File: src/nsp_pkg.sv
// ----------------------------------------------------------------------------
// nsp_pkg
// Types and constants shared by the nearest segment pick unit.
// ----------------------------------------------------------------------------
package nsp_pkg;

  localparam int COORD_BITS   = 24;     // significant coordinate bits
  localparam int MAX_SEGMENTS = 65536;  // segments counted per query
  localparam int FIELD_W      = 24;     // coordinate field width
  localparam int DIST_W       = 51;     // max_dist_sq width
  localparam int IDX_W        = 16;
  localparam int CNT_W        = 17;
  localparam int FRAC         = 24;     // fraction bits of t
  localparam int FIFO_DEPTH   = 4;
  localparam int FIFO_AW      = 2;
  localparam int IN_DATA_W    = 200;
  localparam int OUT_DATA_W   = 16;

  typedef logic signed [FIELD_W-1:0] coord_t;

  // One classified segment, front to back
  typedef struct packed {
    coord_t              qx;
    coord_t              qy;
    coord_t              sx;
    coord_t              sy;
    coord_t              ex;
    coord_t              ey;
    logic [DIST_W-1:0]   max_d;
    logic [IDX_W-1:0]    pos;
    logic                compute;   // counted and marked valid
    logic                last;
    logic                too_many;
  } item_t;

  typedef struct packed {
    logic             found;
    logic [IDX_W-1:0] idx;
    logic             too_many;
  } result_t;

  typedef enum logic [2:0] {
    B_IDLE, B_MUL, B_CLS, B_DIV, B_PROJ, B_SQ, B_UPD
  } back_state_e;

endpackage

File: src/nsp_front.sv
// ----------------------------------------------------------------------------
// nsp_front
// Unpacks input beats, counts segment positions and flags overflow.
// ----------------------------------------------------------------------------
module nsp_front (
  input  logic                                clk_i,
  input  logic                                rst_ni,
  input  logic                                s_axis_tvalid,
  output logic                                s_axis_tready,
  // query_x, query_y, max_dist_sq, start_x, start_y, end_x, end_y, zero pad
  input  logic [nsp_pkg::IN_DATA_W-1:0]       s_axis_tdata,
  input  logic                                s_axis_tuser,  // seg_ok
  input  logic                                s_axis_tlast,
  input  logic                                full_i,
  output logic                                push_o,
  output nsp_pkg::item_t                      item_o
);
  import nsp_pkg::*;

  logic [CNT_W-1:0] cnt_q, cnt_d, cnt_inc;
  logic             counted;

  // sign-extend the significant coordinate bits of a field
  function automatic coord_t coord_of(input logic [FIELD_W-1:0] f);
    coord_of = coord_t'($signed(f[COORD_BITS-1:0]));
  endfunction

  assign s_axis_tready = !full_i;
  assign push_o        = s_axis_tvalid && !full_i;

  // classify the beat
  always_comb begin
    counted = cnt_q < CNT_W'(MAX_SEGMENTS);
    cnt_inc = counted ? cnt_q + CNT_W'(1) : CNT_W'(MAX_SEGMENTS + 1);
    item_o.qx       = coord_of(s_axis_tdata[23:0]);
    item_o.qy       = coord_of(s_axis_tdata[47:24]);
    item_o.max_d    = s_axis_tdata[98:48];
    item_o.sx       = coord_of(s_axis_tdata[122:99]);
    item_o.sy       = coord_of(s_axis_tdata[146:123]);
    item_o.ex       = coord_of(s_axis_tdata[170:147]);
    item_o.ey       = coord_of(s_axis_tdata[194:171]);
    item_o.pos      = cnt_q[IDX_W-1:0];
    item_o.compute  = counted && s_axis_tuser;
    item_o.last     = s_axis_tlast;
    item_o.too_many = cnt_inc > CNT_W'(MAX_SEGMENTS);
    cnt_d = cnt_q;
    if (push_o) begin
      cnt_d = s_axis_tlast ? '0 : cnt_inc;
    end
  end

  always_ff @(posedge clk_i or negedge rst_ni) begin
    if (!rst_ni) begin
      cnt_q <= '0;
    end else begin
      cnt_q <= cnt_d;
    end
  end

endmodule

File: src/nsp_fifo.sv
// ----------------------------------------------------------------------------
// nsp_fifo
// Short queue of classified segments between front and back.
// ----------------------------------------------------------------------------
module nsp_fifo (
  input  logic            clk_i,
  input  logic            rst_ni,
  input  logic            push_i,
  input  nsp_pkg::item_t  item_i,
  output logic            full_o,
  input  logic            pop_i,
  output logic            valid_o,
  output nsp_pkg::item_t  item_o
);
  import nsp_pkg::*;

  item_t              mem_q [FIFO_DEPTH];
  logic [FIFO_AW-1:0] wr_q, rd_q;
  logic [FIFO_AW:0]   fill_q;

  assign full_o  = fill_q == (FIFO_AW+1)'(FIFO_DEPTH);
  assign valid_o = fill_q != '0;
  assign item_o  = mem_q[rd_q];

  // payload store
  always_ff @(posedge clk_i) begin
    if (push_i) begin
      mem_q[wr_q] <= item_i;
    end
  end

  // pointers and fill level
  always_ff @(posedge clk_i or negedge rst_ni) begin
    if (!rst_ni) begin
      wr_q   <= '0;
      rd_q   <= '0;
      fill_q <= '0;
    end else begin
      if (push_i) wr_q <= wr_q + FIFO_AW'(1);
      if (pop_i)  rd_q <= rd_q + FIFO_AW'(1);
      fill_q <= fill_q + (FIFO_AW+1)'(push_i) - (FIFO_AW+1)'(pop_i);
    end
  end

endmodule

File: src/nsp_back.sv
// ----------------------------------------------------------------------------
// nsp_back
// Point-to-segment distance on one shared multiplier and a bit-serial
// divider, running minimum and result register.
// ----------------------------------------------------------------------------
module nsp_back (
  input  logic              clk_i,
  input  logic              rst_ni,
  input  logic              valid_i,
  input  nsp_pkg::item_t    item_i,
  output logic              pop_o,
  output logic              res_valid_o,
  output nsp_pkg::result_t  res_o,
  input  logic              res_ready_i
);
  import nsp_pkg::*;

  back_state_e        state_q, state_d;
  logic [4:0]         cnt_q, cnt_d;
  item_t              it_q, it_d;
  logic [50:0]        len2_q, len2_d, rem_q, rem_d, r2;
  logic signed [50:0] dot_q, dot_d;
  logic [FRAC:0]      t_q, t_d;
  logic signed [25:0] dx_q, dx_d, dy_q, dy_d, proj, pnt, dq;
  logic [51:0]        d2_q, d2_d, best_q, best_d, nb_best;
  logic [IDX_W-1:0]   pos_q, pos_d, nb_pos;
  logic               seen_q, seen_d, nb_seen, upd;
  logic               cand_q, cand_d;
  logic               out_valid_q, out_valid_d;
  result_t            out_q, out_d;
  logic signed [24:0] cx, cy, ax, ay;
  logic signed [25:0] mul_a, mul_b;
  logic signed [51:0] mul_p;

  assign res_valid_o = out_valid_q;
  assign res_o       = out_q;

  // segment and offset vectors
  assign cx = 25'(it_q.ex) - 25'(it_q.sx);
  assign cy = 25'(it_q.ey) - 25'(it_q.sy);
  assign ax = 25'(it_q.qx) - 25'(it_q.sx);
  assign ay = 25'(it_q.qy) - 25'(it_q.sy);

  // shared multiplier operand select
  always_comb begin
    mul_a = 26'(cx);
    mul_b = 26'(cx);
    case (state_q)
      B_MUL: begin
        mul_a = cnt_q[1] ? (cnt_q[0] ? 26'(ay) : 26'(ax))
                         : (cnt_q[0] ? 26'(cy) : 26'(cx));
        mul_b = cnt_q[0] ? 26'(cy) : 26'(cx);
      end
      B_PROJ: begin
        mul_a = $signed({1'b0, t_q});
        mul_b = cnt_q[0] ? 26'(cy) : 26'(cx);
      end
      B_SQ: begin
        mul_a = cnt_q[0] ? dy_q : dx_q;
        mul_b = cnt_q[0] ? dy_q : dx_q;
      end
      default: ;
    endcase
  end
  assign mul_p = mul_a * mul_b;

  // projected point and offset, floor by arithmetic shift
  assign proj = 26'(mul_p >>> FRAC);
  assign pnt  = (cnt_q[0] ? 26'(it_q.sy) : 26'(it_q.sx)) + proj;
  assign dq   = (cnt_q[0] ? 26'(it_q.qy) : 26'(it_q.qx)) - pnt;

  assign r2 = {rem_q[49:0], 1'b0};

  // running minimum with the current candidate folded in
  assign upd     = it_q.compute && cand_q && (!seen_q || d2_q < best_q);
  assign nb_seen = seen_q || upd;
  assign nb_best = upd ? d2_q : best_q;
  assign nb_pos  = upd ? it_q.pos : pos_q;

  // sequencer
  always_comb begin
    state_d = state_q;
    cnt_d   = cnt_q;
    it_d    = it_q;
    len2_d  = len2_q;
    dot_d   = dot_q;
    rem_d   = rem_q;
    t_d     = t_q;
    dx_d    = dx_q;
    dy_d    = dy_q;
    d2_d    = d2_q;
    best_d  = best_q;
    pos_d   = pos_q;
    seen_d  = seen_q;
    cand_d  = cand_q;
    out_d   = out_q;
    out_valid_d = out_valid_q && !res_ready_i;
    pop_o   = 1'b0;
    case (state_q)
      B_IDLE: begin
        if (valid_i) begin
          pop_o   = 1'b1;
          it_d    = item_i;
          cand_d  = 1'b0;
          cnt_d   = '0;
          state_d = item_i.compute ? B_MUL : B_UPD;
        end
      end
      B_MUL: begin
        case (cnt_q[1:0])
          2'd0:    len2_d = 51'(mul_p);
          2'd1:    len2_d = len2_q + 51'(mul_p);
          2'd2:    dot_d  = 51'(mul_p);
          default: dot_d  = dot_q + 51'(mul_p);
        endcase
        cnt_d = cnt_q + 5'd1;
        if (cnt_q[1:0] == 2'd3) begin
          state_d = B_CLS;
        end
      end
      B_CLS: begin
        cnt_d = '0;
        if (len2_q == '0) begin
          state_d = B_UPD;
        end else if (dot_q <= 0) begin
          t_d     = '0;
          state_d = B_PROJ;
        end else if (unsigned'(dot_q) >= len2_q) begin
          t_d     = (FRAC+1)'(1) << FRAC;
          state_d = B_PROJ;
        end else begin
          rem_d   = unsigned'(dot_q);
          t_d     = '0;
          state_d = B_DIV;
        end
      end
      B_DIV: begin
        if (r2 >= len2_q) begin
          rem_d = r2 - len2_q;
          t_d   = {t_q[FRAC-1:0], 1'b1};
        end else begin
          rem_d = r2;
          t_d   = {t_q[FRAC-1:0], 1'b0};
        end
        cnt_d = cnt_q + 5'd1;
        if (cnt_q == 5'(FRAC - 1)) begin
          cnt_d   = '0;
          state_d = B_PROJ;
        end
      end
      B_PROJ: begin
        if (cnt_q[0]) begin
          dy_d    = dq;
          cnt_d   = '0;
          state_d = B_SQ;
        end else begin
          dx_d  = dq;
          cnt_d = 5'd1;
        end
      end
      B_SQ: begin
        if (cnt_q[0]) begin
          d2_d    = d2_q + 52'(mul_p);
          cand_d  = 1'b1;
          state_d = B_UPD;
        end else begin
          d2_d  = 52'(mul_p);
          cnt_d = 5'd1;
        end
      end
      B_UPD: begin
        if (!it_q.last) begin
          seen_d  = nb_seen;
          best_d  = nb_best;
          pos_d   = nb_pos;
          state_d = B_IDLE;
        end else if (!out_valid_q || res_ready_i) begin
          out_d.found    = nb_seen && nb_best <= 52'(it_q.max_d);
          out_d.idx      = (nb_seen && nb_best <= 52'(it_q.max_d)) ? nb_pos : '0;
          out_d.too_many = it_q.too_many;
          out_valid_d    = 1'b1;
          seen_d  = 1'b0;
          best_d  = '0;
          pos_d   = '0;
          state_d = B_IDLE;
        end
      end
      default: state_d = B_IDLE;
    endcase
  end

  // control state
  always_ff @(posedge clk_i or negedge rst_ni) begin
    if (!rst_ni) begin
      state_q     <= B_IDLE;
      cnt_q       <= '0;
      seen_q      <= 1'b0;
      pos_q       <= '0;
      best_q      <= '0;
      out_valid_q <= 1'b0;
    end else begin
      state_q     <= state_d;
      cnt_q       <= cnt_d;
      seen_q      <= seen_d;
      pos_q       <= pos_d;
      best_q      <= best_d;
      out_valid_q <= out_valid_d;
    end
  end

  // datapath
  always_ff @(posedge clk_i) begin
    it_q   <= it_d;
    len2_q <= len2_d;
    dot_q  <= dot_d;
    rem_q  <= rem_d;
    t_q    <= t_d;
    dx_q   <= dx_d;
    dy_q   <= dy_d;
    d2_q   <= d2_d;
    cand_q <= cand_d;
    out_q  <= out_d;
  end

endmodule

File: src/nearest_segment_pick_unit.sv
// Accept to result beat: the queue registers each beat, then the back end takes
// an invalid or uncounted last segment straight to B_UPD, a zero-length one
// through B_MUL and B_CLS, a clamped one also through B_PROJ and B_SQ, and one
// needing the projection divide also through B_DIV. The back end takes one
// segment at a time, on the 24-step serial divider and single shared multiplier.
// Reset (asynchronous, active low) clears counts, the minimum and the queue.
// ----------------------------------------------------------------------------
// nearest_segment_pick_unit
// Streams segments of a query and reports the nearest one to the query point.
// ----------------------------------------------------------------------------
module nearest_segment_pick_unit (
  input  logic                              clk_i,
  input  logic                              rst_ni,
  input  logic                              s_axis_tvalid,
  output logic                              s_axis_tready,
  // query_x, query_y, max_dist_sq, start_x, start_y, end_x, end_y, zero pad
  input  logic [nsp_pkg::IN_DATA_W-1:0]     s_axis_tdata,
  input  logic                              s_axis_tuser,  // seg_ok
  input  logic                              s_axis_tlast,
  output logic                              m_axis_tvalid,
  input  logic                              m_axis_tready,
  output logic [nsp_pkg::OUT_DATA_W-1:0]    m_axis_tdata,  // seg_index
  output logic [1:0]                        m_axis_tuser   // found, too_many
);
  import nsp_pkg::*;

  item_t   f_item, q_item;
  logic    push, full, q_valid, pop;
  result_t res;

  nsp_front u_front (
    .clk_i, .rst_ni,
    .s_axis_tvalid, .s_axis_tready, .s_axis_tdata, .s_axis_tuser, .s_axis_tlast,
    .full_i (full),
    .push_o (push),
    .item_o (f_item)
  );

  nsp_fifo u_fifo (
    .clk_i, .rst_ni,
    .push_i  (push),
    .item_i  (f_item),
    .full_o  (full),
    .pop_i   (pop),
    .valid_o (q_valid),
    .item_o  (q_item)
  );

  nsp_back u_back (
    .clk_i, .rst_ni,
    .valid_i     (q_valid),
    .item_i      (q_item),
    .pop_o       (pop),
    .res_valid_o (m_axis_tvalid),
    .res_o       (res),
    .res_ready_i (m_axis_tready)
  );

  assign m_axis_tdata = res.idx;
  assign m_axis_tuser = {res.too_many, res.found};

endmodule

File: config.mk
export PLATFORM = sky130hd
export DESIGN_NAME = nearest_segment_pick_unit
export DESIGN_NICKNAME = d
export VERILOG_FILES = /design/src/nsp_pkg.sv /design/src/nsp_front.sv /design/src/nsp_fifo.sv /design/src/nsp_back.sv /design/src/nearest_segment_pick_unit.sv
export SDC_FILE = /design/constraint.sdc
export NUM_CORES = 2
export LEC_CHECK = 0
export ABC_AREA = 1
export BUFFER_PORTS_ARGS = -buffer_cell sky130_fd_sc_hd__buf_2
export CAP_MARGIN = 20
export CORE_UTILIZATION = 25
export DETAILED_ROUTE_END_ITERATION = 10
export PLACE_DENSITY = 0.36
export SLEW_MARGIN = 20
export SYNTH_ARGS = -nofsm -noshare
export SYNTH_HDL_FRONTEND = slang
export SYNTH_SLANG_ARGS = --single-unit
File: constraint.sdc
create_clock -name clk_i -period 25.6 [get_ports clk_i]
set_input_delay 2.56 -clock clk_i [delete_from_list [all_inputs] [get_ports clk_i]]
set_output_delay 2.56 -clock clk_i [all_outputs]
set_load 0.005 [all_outputs]
[Yosys cells after proc, flatten, opt, wreduce, memory -nomap -nowiden]
Memories as Yosys holds them, arrays and structs flattened.
Cells that the tools add are included.
Operators by class
  add/subtract/negate cells: 16
  multiply operators: 1
  magnitude comparators: 7
  eq/ne operators: 22
  muxes and demuxes: 58
  bitwise gates (word level): 2
  reduce and logical (&&, ||, !) cells: 36
Operator list (number)
  $mux W52: 4
  $pmux W51 S2: 2
  $mux W50: 4
  $mux W26: 6
  $add A51 B51 Y51: 2
  $ge A51 B51 Y1: 2
  $pmux W50 S2: 1
  $sub A24 B24 Y25: 4
  $pmux W26 S3: 1
  $mux W25: 3
  $add A52 B52 Y52: 1
  $le A52 B51 Y1: 1
  $lt A52 B52 Y1: 1
  $mul A26 B26 Y52: 1
  $pmux W26 S2: 1
  $le A51 B1 Y1 const B: 1
  $logic_not A51 Y1: 1
  $pmux W25 S2: 1
  $sub A50 B50 Y50: 1
  $mux W16: 3
  $mux W17: 2
  $mux W3: 11
  $pmux W5 S6: 1
  $add A26 B26 Y26: 1
  35 further kinds: 86
Word-level totals
  register bits: 616
  RAM bits: 856
  input port bits: 206
  output and inout port bits: 20
  logic and storage cells: 176
  memories kept: 1
Memories
  u_fifo.mem_q: words 4, width 214, rd ports 1, clocked after Yosys merged registers in 0, wr ports 1, RTL line nsp_fifo.sv:17  | item_t mem_q [FIFO_DEPTH];

[Logic depth before layout (Yosys ltp)]
  depth after elaboration: 7
  depth in mapped cells: 64
  depth with buffers taken out: 64

[By module]
From an unflattened synthesis, not the netlist that was laid out.
Unflattened totals
  cells, all modules: 13003
  area total of the unflattened synthesis: 112754.4 um^2
Modules (own cells, without submodules)
  nsp_back: instances 1, cells each 9228, area an instance 73590.6 um^2, sequential area each 17386.7 um^2
  nsp_fifo: instances 1, cells each 3399, area an instance 36461.2 um^2, sequential area each 25879.8 um^2
  nsp_front: instances 1, cells each 376, area an instance 2702.6 um^2, sequential area each 425.4 um^2

[Least setup slack after synthesis]
No wires, ideal clock.
  path kind: input -> register
  from: input port s_axis_tvalid
  to: memory u_fifo.mem_q[0][0] (netlist bit) (enable)
  library setup time: 0.793 ns
  data arrival time: 11.612 ns
  data required time: 24.807 ns
  slack: 13.195 ns
  cell stages on the path: 2
  buffers on the path: 0
  cell sequence: nand2_1 > nor2_1
On the way
  longest elaborated chain between the ends: 3
Ends and longest elaborated chain
  start, declared: RTL line nearest_segment_pick_unit.sv:14  | input logic s_axis_tvalid,
  $logic_and A1 B1 Y1: RTL line nsp_front.sv:29  | assign push_o = s_axis_tvalid && !full_i;
  $mux W1: RTL line nsp_fifo.sv:27  | if (push_i) begin
  $mux W1 (implied by the code): RTL line nsp_fifo.sv:28  | mem_q[wr_q] <= item_i;
  end, declared: RTL line nsp_fifo.sv:17
Every way passes these cells.

[Worst setup path in the final report]
  from: register u_back.it_q[118] (netlist bit)
  to: register u_back.dot_q[49], data pin
On the way
  longest elaborated chain between the ends: 7
  elaborated cells on any way between the ends: 10
  those cells by class: add/sub: 3; mul: 1; mux: 6
Ends and longest elaborated chain
  start, declared: RTL line nsp_back.sv:20  | item_t it_q, it_d;
  start signal, assigned: RTL line nsp_back.sv:213  | it_q <= it_d;
  $sub A24 B24 Y25, on equally long branches: RTL line nsp_back.sv:40, nsp_back.sv:42
  $mux W26, on equally long branches
  $mux W26: RTL line nsp_back.sv:50  | mul_a = cnt_q[1] ? (cnt_q[0] ? 26'(ay) : 26'(ax))
  $pmux W26 S3: RTL line nsp_back.sv:48  | case (state_q)
  $mul A26 B26 Y52 (*): RTL line nsp_back.sv:65  | assign mul_p = mul_a * mul_b;
  $add A51 B51 Y51: RTL line nsp_back.sv:114  | default: dot_d = dot_q + 51'(mul_p);
  $pmux W51 S2 (*): RTL line nsp_back.sv:110  | case (cnt_q[1:0])
  end signal, assigned: RTL line nsp_back.sv:215  | dot_q <= dot_d;
  end, declared: RTL line nsp_back.sv:22  | logic signed [50:0] dot_q, dot_d;
Mark *: on every way between the ends. The rest lies on a longest branch, timed or not.
A chain may end at the register's enable or synchronous reset.

==> impl_metrics.ini <==
[timing]
fin_crit_ns = 13.89
hold_viol_final = 0
slew_headroom = 0.2479
setup_violations = 0
fin_setup_tns_ns = 0
fin_worst_skew_ns = 0.08257
rsz0062_at_grt = false
fmax_mhz = 72.00
worstMarginPinSlew_ns = 1.123
slew_viol_final = 0
min_period_over_period = 0.5425

[cts]
clockRootBuffer = clkbuf_16
htreeDepth = 4
clock_sinks = 1472
clkTransAtPathRegs_ns = 0.06
cts_tree = built
hold_buffers = 0
clk_path_buf_depth = 4
cts_buffers = 175
post_cts_buffers = 0
clk_latency_ns = 0.87
cts_repair_resize_count = 0

[logic_synthesis]
seq_area_frac_synth = 0.4137
synth_cell_types = 70
syn_area_um2 = 105600
synth_area_leaders = edfxtp_1, fa_1, ha_1
syn_avg_cell_area_um2 = 9.311
async_flop_share = 0.06929
ys_ff_latch = 1472
netlist.area_leader.share = 0.3896
ys.flop_type = edfxtp_1
synth_edf_count = 1370
synthCells = 11340
syn_nets = 12920
yosysWarnings = 0
synth_top_cell_by_area = edfxtp_1

[worst_setup_path]
reg2regPathDepth = 47
critPathRequiredTime_ns = 26.15
cpMaxStageDelayCell = xnor2_2
critPathKind = flip-flop to flip-flop
cp_common_cell = nand2_1
critPathMaxFanout = 18
rr_startpoint = u_back.it_q[118]
startpoint_type = flip-flop
worstPathArrival_ns = 14.44
cpPeakStageDelay_ns = 0.88
r2r_slack_ns = 11.71
reg2reg_to = u_back.dot_q[49]
cp-end-kind = flip-flop

[hold_path]
min_path_type = flip-flop to flip-flop
min_from = u_back.cnt_q[4]
holdPathStages = 1
min_to = u_back.cnt_q[4]

[global_route]
grt_start_max_net_pins = 176
grtUsageTotal = 0.1835
antenna_found_initial = 81
gr-total-overflow = 0
grt_first_pass_wirelength_um = 575000
grt_pass1_vias = 82860

[cells_and_area]
final_common_cell = nand2_1
nets = 13100
register_area_um2 = 43700
drive_gt1_frac = 0.07550
nFillCells = 44610
final_cell_mix = nand2_1, inv_1, edfxtp_1, nor2_1, o21ai_0
stdcell_area_um2 = 119300
area_growth_pct = 12.98
multi_input_area_um2 = 54350

[placed_design]
gp_congestion = 0.8912
place_area_um2 = 113800
port_buffers = 220
dp_hpwl_um = 301600

[drt]
drtAntennaViolNets = 0
routed_wirelength_um = 397700
drc = 0
dr.pass1.iters = 6
drtIter0Drc = 5367
vias = 81440
drt-vias-per-instance = 4.705
wl_per_cell_um = 22.98

[floorplanning]
fp.dieH_um = 651.9
fp-row-count = 238
core_um2 = 420500
die-width_um = 651.9
floorplan.initialDensity = 0.2511
io_pins = 226
fp.dieArea_um2 = 425000

[flow_run]
drv_cap = 0

[run_status]
status = completed
metal layers:
metal | wire length (µm) | global-route usage | up-vias | part of all wire
met1 | 187700 | 0.2571 | 40530 | 0.47
met4 | 14350 | 0.06058 | 62 | 0.036
li1 | - | - | 38400 | -
met3 | 17600 | 0.02444 | 539 | 0.044
met5 | 390 | 0 | - | 0.00098
met2 | 177700 | 0.2910 | 1898 | 0.45
cells in the mapped netlist (9+ instances only):
library cell / count
or2_2: 49
edfxtp_1: 1370
nand2_1: 1907
a31oi_1: 90
o21ai_1: 33
a221oi_1: 16
nand4_1: 91
a211oi_1: 17
a21oi_1: 629
a21boi_0: 10
and3_1: 9
buf_6: 10
xnor2_1: 101
a21oi_2: 10
xor2_1: 117
o21bai_1: 42
buf_2: 92
nand3_2: 10
a21o_1: 64
nor2_2: 20
nor4_1: 40
nand2_2: 21
nor2_1: 1205
mux2i_1: 18
ha_1: 636
o21ai_2: 10
inv_2: 37
buf_1: 23
nand3b_1: 22
dfrtp_1: 102
o22ai_1: 261
nand3_1: 422
a21oi_4: 9
a22oi_1: 10
fa_1: 741
buf_4: 12
nor3_1: 84
o21a_1: 35
clkbuf_1: 231
inv_1: 1646
o21ai_0: 972
o211ai_1: 35
metrics by stage:
| step | std cells | setup slack, ns | utilization | hold WS, ns |
|---|---|---|---|---|
| after floorplan | 11340 | 13.20 | - | 0.4003 |
| after global placement | 16980 | 11.73 | 0.2706 | 0.4481 |
| after detailed placement | 16980 | 11.67 | 0.2706 | 0.4499 |
| after CTS | 17300 | 11.58 | 0.2837 | 0.4598 |
| after global routing | 17300 | 11.05 | 0.2837 | 0.5025 |
| final | 17310 | 11.71 | 0.2838 | 0.4610 |
sequential cells by signal, indices dropped and copies added, names as in the netlist:
register	count
u_back.best_q	52
u_back.cand_q	1
u_back.cnt_q	5
u_back.d2_q	52
u_back.dot_q	51
u_back.dx_q	26
u_back.dy_q	26
u_back.it_q	214
u_back.len2_q	51
u_back.pos_q	16
u_back.rem_q	50
u_back.res_o	18
u_back.res_valid_o	1
u_back.seen_q	1
u_back.state_q	3
u_back.t_q	25
u_fifo.fill_q	3
u_fifo.mem_q	856
u_fifo.rd_q	2
u_fifo.wr_q	2
u_front.cnt_q	17
logic make-up after synthesis:
group / after synthesis / synth area share
AOI/OAI and AO/OA: 2293 / 0.1225
xor gates and xnor gates: 219 / 0.01823
adders and majority gates: 1377 / 0.2158
buffers and inverters: 2057 / 0.07539
DFF: 1472 / 0.4137
muxes: 18 / 0.001706
and+or+nand+nor: 3905 / 0.1526
layout make-up:
type                    instances  area share
diodes                         14   0.0002936
flip-flops and latches       1472      0.3663
clock buffers                 226     0.03977
repair buffers                371     0.01941
clock inverters                86    0.006198
inverters                    1689     0.05332
multi-input cells            7812      0.4556
well taps                    5640     0.05915
worst max path at each step:
stage,from,to
floorplan,s_axis_tvalid,u_fifo.mem_q[0][0]
global placement,u_back.it_q[118],u_back.len2_q[43]
detailed placement,u_back.it_q[118],u_back.len2_q[43]
CTS,u_back.it_q[118],u_back.dot_q[49]
global route,u_back.it_q[142],u_back.dot_q[49]
finish,u_back.it_q[118],u_back.dot_q[49]
worst max-delay path, delay by kind of cell (launching register included):
| kind | cells | cell delay [ns] |
|---|---|---|
| DFF | 1 | 0.61 |
| AOI/OAI and AO/OA | 6 | 1.62 |
| xor gates and xnor gates | 2 | 1.02 |
| buffers and inverters | 8 | 1.51 |
| and+or+nand+nor | 20 | 3.65 |
| adders and majority gates | 11 | 5.12 |
Power is not shown: default switching activity piles up to over one toggle a cycle in this logic, so the estimate is an artifact.
